$ cat src/sv/mcoc_pkg.sv
// -----------------------------------------------------------------------------
// mcoc_pkg: shared types and constants for the matrix chain order cost block
// Sizes of the chain store and cost table, the sequencer states and the
// control word of the shared arithmetic unit.
// -----------------------------------------------------------------------------
`default_nettype none

package mcoc_pkg;

  localparam int MAX_MATRICES = 128;
  localparam int DIM_BITS     = 8;
  localparam int COST_W       = 32;
  localparam int IN_W         = 8;

  // Matrix index 0..MAX_MATRICES-1, count and dimension address 0..MAX_MATRICES
  localparam int IDX_W   = (MAX_MATRICES > 1) ? $clog2(MAX_MATRICES) : 1;
  localparam int CNT_W   = $clog2(MAX_MATRICES + 1);
  localparam int ADDR_W  = 2 * IDX_W;
  localparam int MUL_X_W = 2 * DIM_BITS;
  localparam int PROD_W  = 3 * DIM_BITS;
  localparam int SUM_W   = ((PROD_W > COST_W) ? PROD_W : COST_W) + 2;

  typedef logic [DIM_BITS-1:0] dim_t;
  typedef logic [COST_W-1:0]   cost_t;

  localparam cost_t COST_MAX = '1;

  typedef enum logic [3:0] {
    ST_LOAD,   // take chain items
    ST_FIX,    // store the final column count
    ST_IV_A,   // read left dimension of the interval
    ST_IV_C,   // read right dimension of the interval
    ST_IV_M,   // form the outer dimension product
    ST_SRD,    // read subchain costs and split dimension
    ST_SMUL,   // multiply by split dimension
    ST_SACC,   // add, saturate, keep minimum
    ST_EMIT    // hand the result to the output register
  } state_t;

  typedef struct packed {
    logic init_best;
    logic clear_best;
    logic load_dadc;
    logic load_prod;
    logic acc;
  } alu_ctrl_t;

endpackage

`default_nettype wire

$ cat src/sv/mcoc_alu.sv
// -----------------------------------------------------------------------------
// mcoc_alu: shared multiply / saturating add / minimum unit
// One multiplier forms the outer dimension product per interval and the
// split product per split point; the adder sums two subchain costs with it,
// clamps to the cost range and keeps the running minimum.
// -----------------------------------------------------------------------------
`default_nettype none

module mcoc_alu (
  input  wire                    clk,
  input  wire mcoc_pkg::alu_ctrl_t ctrl,
  input  wire mcoc_pkg::dim_t    da,
  input  wire mcoc_pkg::dim_t    dq,
  input  wire mcoc_pkg::cost_t   c1,
  input  wire mcoc_pkg::cost_t   c2,
  output mcoc_pkg::cost_t        best,
  output mcoc_pkg::cost_t        best_new
);
  import mcoc_pkg::*;

  logic [MUL_X_W-1:0] dadc;
  logic [PROD_W-1:0]  prod;
  logic [MUL_X_W-1:0] mul_x;
  logic [PROD_W-1:0]  mul_r;
  logic [SUM_W-1:0]   sum;
  cost_t              sat;

  assign mul_x = ctrl.load_dadc ? MUL_X_W'(da) : dadc;
  assign mul_r = {{DIM_BITS{1'b0}}, mul_x} * {{MUL_X_W{1'b0}}, dq};

  assign sum      = SUM_W'(c1) + SUM_W'(c2) + SUM_W'(prod);
  assign sat      = (sum > SUM_W'(COST_MAX)) ? COST_MAX : sum[COST_W-1:0];
  assign best_new = (sat < best) ? sat : best;

  always_ff @(posedge clk) begin
    if (ctrl.load_dadc) begin
      dadc <= mul_r[MUL_X_W-1:0];
    end
    if (ctrl.load_prod) begin
      prod <= mul_r;
    end
    if (ctrl.init_best) begin
      best <= COST_MAX;
    end else if (ctrl.clear_best) begin
      best <= '0;
    end else if (ctrl.acc) begin
      best <= best_new;
    end
  end

endmodule

`default_nettype wire

$ cat config.mk
export PLATFORM = sky130hd
export DESIGN_NAME = mcoc_alu
export DESIGN_NICKNAME = d
export VERILOG_FILES = /design/src/sv/mcoc_pkg.sv /design/src/sv/mcoc_alu.sv
export SDC_FILE = /design/constraint.sdc
export NUM_CORES = 1
export LEC_CHECK = 0
export BUFFER_PORTS_ARGS = -buffer_cell sky130_fd_sc_hd__buf_2
export CORE_ASPECT_RATIO = 1.5
export CORE_MARGIN = 5
export CORE_UTILIZATION = 40
export DETAILED_ROUTE_END_ITERATION = 8
export PLACE_DENSITY = 0.59
export SLEW_MARGIN = 10
export SYNTH_ARGS = -nofsm -noshare
export SYNTH_HDL_FRONTEND = slang
export SYNTH_SLANG_ARGS = --single-unit
$ cat constraint.sdc
create_clock -name clk -period 8.1 [get_ports clk]
set_input_delay 0.81 -clock clk [delete_from_list [all_inputs] [get_ports clk]]
set_output_delay 0.81 -clock clk [all_outputs]
set_load 0.005 [all_outputs]
# After elaboration in Yosys (flattened, before gate mapping)
# Index checks and enable logic that the tools add are counted.
[word_totals]
out_inout_bits = 64
regBits = 72
inputBits = 86
[classes]
reduce_logical = 1
n_lt_le_gt_ge = 2
n_mux = 5
n_mul = 1
add_sub_neg = 2
[ops]
columns = ["operator", "n"]
rows = [
  ["$mux 32", 4],
  ["$add 33x24->34", 1],
  ["$gt 34x32->1 const B", 1],
  ["$add 32x32->33", 1],
  ["$lt 32x32->1", 1],
  ["$mul 16x8->24", 1],
  ["$mux 16", 1],
  ["$reduce_bool 2->1", 1],
]

# Logic depth before layout (Yosys ltp)
[logic_depth]
depth_word = 8
ltp_mapped = 28

# Worst setup path after synthesis
# No wires, ideal clock.
[synth_timing]
path_type = "input to output"
startpoint = "input port c1[1]"
endpoint = "output port best_new[10]"
stages = 23
arrival_time_ps = 5620
t_required_ps = 7290
setup_slack_ps = 1670
n_path_buf = 2
path_cell_list = "inv_1 > fa_1 > inv_1 > ha_1 > a211oi_2 > o211ai_1 > a311o_1 > a21oi_2 > o21ai_2 > a211o_1 > a21oi_2 > buf_2 > nand2b_1 > ha_1 > a21o_1 > a21o_1 > a211oi_1 > o31ai_1 > a21oi_1 > nand3_1 > o21ai_4 > buf_6 > mux2_2"
[synth_via]
elab_chain_len = 6
[synth_lines]
columns = ["item", "line_no", "text"]
rows = [
  ["from (decl)", "mcoc_alu.sv:14", "input wire mcoc_pkg::cost_t c1,"],
  ["$add 32x32->33 *", "mcoc_alu.sv:31", "assign sum = SUM_W'(c1) + SUM_W'(c2) + SUM_W'(prod);"],
  ["$add 33x24->34 *", "mcoc_alu.sv:31", ""],
  ["$gt 34x32->1", "mcoc_alu.sv:32", "assign sat = (sum > SUM_W'(COST_MAX)) ? COST_MAX : sum[COST_W-1:0];"],
  ["$mux 32 *", "mcoc_alu.sv:32", ""],
  ["$lt 32x32->1", "mcoc_alu.sv:33", "assign best_new = (sat < best) ? sat : best;"],
  ["$mux 32 *", "mcoc_alu.sv:33", ""],
  ["to (decl)", "mcoc_alu.sv:17", "output mcoc_pkg::cost_t best_new"],
]
# Every way passes the cells marked *; elsewhere a longest branch is shown, timed or not.

# Worst setup path in the final report
[layout_timing]
startpoint = "input port c1[1]"
endpoint = "output port best_new[27]"
# Same word-level chain as after synthesis.

==> run_results.csv <==
group,metric,value,unit
outcome,status,"completed",
worst_setup_path,crit_type,"primary input to output port",
sta,slew_headroom,45.0,%
worst_setup_path,endpoint,"best_new[27]",
finish,syn2layout_area_growth,13.2,%
worst_setup_path,r2r-end,"best[6]",
sta,finalSetupTns,0,ns
logic_synthesis,synth-edff-count,40,
clock_network,holdBufCountCts,0,
worst_setup_path,worstPathArrival,6.78,ns
drt,via_count,8662,
die,rows,72,
clock_network,cts_buffer_depth,2,
sta,setup_viol,0,
logic_synthesis,synth_area_per_cell,9.23,sq um
drt,firstDrtPassIters,5,
hold_path,min_path_type,"flop to flop",
clock_network,htreeDepth,3,
clock_network,post_cts_resized,0,
worst_setup_path,critical_path.most_common_cell,"inv_1",
clock_network,clock_latency,0.35,ns
sta,period_needed,7.59,ns
worst_setup_path,crit_path_start_kind,"primary input",
drt,drc,0,
die,fp.dieH,207,microns
sta,hold_violations,0,
clock_network,cts_buffers,9,
logic_synthesis,synth_fp_nets,1431,
worst_setup_path,crit_start,"c1[1]",
logic_synthesis,synth.yosys.warnings,0,
sta,rsz0062_at_grt,"no",
worst_setup_path,cp.depth,27,
sta,maxSlewViolCount,0,
place,hpwl,23500,microns
logic_synthesis,synthFlopType,"edfxtp_1",
logic_synthesis,syn_area,10400,sq um
worst_setup_path,reg2reg_slack,1.40,ns
worst_setup_path,path_max_fanout,31,
sta,finClkSkew,0.0104,ns
worst_setup_path,path_buf_inv,7,
worst_setup_path,cp_top_family,"compound AO/OA/AOI/OAI gates",
logic_synthesis,ys_ff_latch,72,
place,place_congestion,0.902,
die,die_w,141,microns
drt,wire_per_inst,17.5,microns
logic_synthesis,syn-instance-count,1122,
finish,drive_gt1_share,19.4,%
hold_path,min_path_cells,2,
worst_setup_path,cp-end-kind,"output port",
clock_network,cts_setup_buffers,0,
drt,wl,27800,microns
clock_network,cts_root_buf,"clkbuf_16",
finish,fin_nets,1563,
drt,viasPerCell,5.44,
worst_setup_path,required,7.29,ns
global_routing,grt_first_pass_wirelength,45300,microns
die,coreArea,25700,sq um
drt,detail-route-antenna-nets,0,
sta,max_clock_freq,132,MHz
global_routing,overflow,0,
global_routing,grt_pass1_vias,9163,
die,pin_count,150,
logic_synthesis,synth_cell_types,59,
logic_synthesis,yosysSeqAreaShare,17.8,%
logic_synthesis,ys_async_sr_fraction,0,%
worst_setup_path,r2r_cells,22,
worst_setup_path,worst_path_largest_cell_delay,0.52,ns
die,die_area,29300,sq um
clock_network,clk_pin_slew,0.07,ns
drt,routed-wl-met2,15400,microns
power,ir_worst_vdd,0.231,mV
global_routing,grt_max_degree,35,
drt,first_iter_violations,275,
global_routing,antenna_found_initial,1,
clock_network,cts_tree,"done",
clock_network,clock_sinks,72,
die,initial_core_util,40.4,%
worst_setup_path,cp_slowest_cell,"fa_1",
power,p_per_area,473,nW/um^2
sta,finalCritPeriodShare,93.8,%
drt,wl_met1,10800,microns
power,p_leak,5.58,nW
place,port_buffers,149,
global_routing,grt_use_total,18.9,%
sta,max_slew.worst_pin.slew,0.814,ns
worst_setup_path,r2r_start,"prod[2]",
drt,wl_met3,1080,microns
job,drv_cap,0,
finish,num-fill-cells,2548,
drt,routed.top_layer,"met4",
power,finalPower,5.54,mW
-- worst register-to-register path, delay by kind of cell, from the launching register on --
| family | cells | cell delay, ns |
|---|---|---|
| buffers and inverters | 2 | 0.61 |
| adders and majority gates | 3 | 1.01 |
| AOI/OAI and AO/OA | 14 | 3.51 |
| and+or+nand+nor | 3 | 1.12 |
| DFF | 1 | 0.38 |
-- metal layers --
layer / global-route usage, % / vias to the layer above
met2: 36.7 / 178
li1: - / 4188
met1: 21.0 / 4258
met4: 5.93 / 0
met5: 0 / -
met3: 2.12 / 38
-- metrics by stage --
| step | instances | cell area [sq um] | hold WS (ns) | util, % | worst slack (ns) |
|---|---|---|---|---|---|
| after CTS | 1592 | 11700 | 0.530 | 45.7 | 0.504 |
| final | 1593 | 11700 | 0.527 | 45.7 | 0.505 |
| after detailed placement | 1576 | 11400 | 0.522 | 44.5 | 0.523 |
| after global placement | 1576 | 11400 | 0.508 | 44.5 | 0.629 |
| after floorplan | 1122 | 10400 | 0.504 | - | 1.67 |
| after global routing | 1593 | 11700 | 0.563 | 45.7 | 0.194 |
-- registers in the layout, indices dropped and copies added, names as in the netlist --
name,count
prod,24
best,32
dadc,16
-- cells in the final DEF (no fill, tap or decap), types with 37 or more instances in the layout --
master and count:
a21oi_1 42, and2_1 46, buf_2 149, edfxtp_1 40
fa_1 109, ha_1 114, inv_1 145, mux2_2 37
nand2_1 99
-- logic make-up after synthesis --
kind of cell    count (synthesis)  synth area share (%)
fa+ha+maj                     223                  34.8
compound gates                250                  17.3
xor+xnor                       40                  3.38
simple gates                  311                  15.1
buf+inv                       186                  7.29
mux                            40                  4.31
flops                          72                  17.8
-- Yosys cell counts (4+ instances only) --
cell       instances  area (sq um)
nor2b_1           30           188
a31oi_1            6          37.5
o31ai_1           17           128
clkbuf_1          26          97.6
nand4_1            8          50.1
and3_1             8          50.1
a311oi_1           6          52.6
o211ai_1          35           263
ha_1             114          1430
edfxtp_1          40          1200
o21ai_0           31           155
nor3_1            15          75.1
nor2_1            36           135
inv_1            145           544
xor2_1            15           131
a21oi_1           42           210
a21o_1            27           203
or2_2              6          37.5
buf_6              6          67.6
o21a_1             4          30.0
a211oi_1          26           195
nand2b_1          23           144
and2_1            46           288
nand3_1           23           115
nor4_1             4          25.0
a2111oi_0          9          78.8
fa_1             109          2180
a31o_2            16           140
dfxtp_1           32           641
buf_2              7          35.0
xnor2_1           25           219
mux2_2            37           417
or3_1              9          56.3
nand2_1           99           372
o211a_1            5          50.1
-- power by group --
part | leakage, nW | internal (mW) | total, mW | switching [mW]
Sequential | 0.664 | 0.719 | 0.778 | 0.0589
Combinational | 4.77 | 1.91 | 4.35 | 2.44
Clock | 0.147 | 0.242 | 0.416 | 0.174
Total | 5.58 | 2.88 | 5.54 | 2.67
-- final cells by class --
cell class / count / area, sq um / share of cell area, %
Tap cell: 333 / 417 / 3.55
Antenna cell: 1 / 2.50 / 0.0213
Multi-Input combinational cell: 864 / 7770 / 66.3
Timing Repair Buffer: 161 / 848 / 7.23
Inverter: 146 / 548 / 4.67
Sequential cell: 72 / 1840 / 15.7
Clock buffer: 9 / 225 / 1.92
Clock inverter: 7 / 77.6 / 0.661
-- worst min path at each step --
stage | end | slack [ns] | startpoint
CTS | best[25] | 0.53 | best[25]
floorplan | best[25] | 0.50 | best[25]
global placement | best[25] | 0.51 | best[25]
detailed placement | best[25] | 0.52 | best[25]
global route | best[25] | 0.56 | best[25]
finish | best[2] | 0.53 | best[2]
Note: power is estimated with default switching activity, not from simulation.
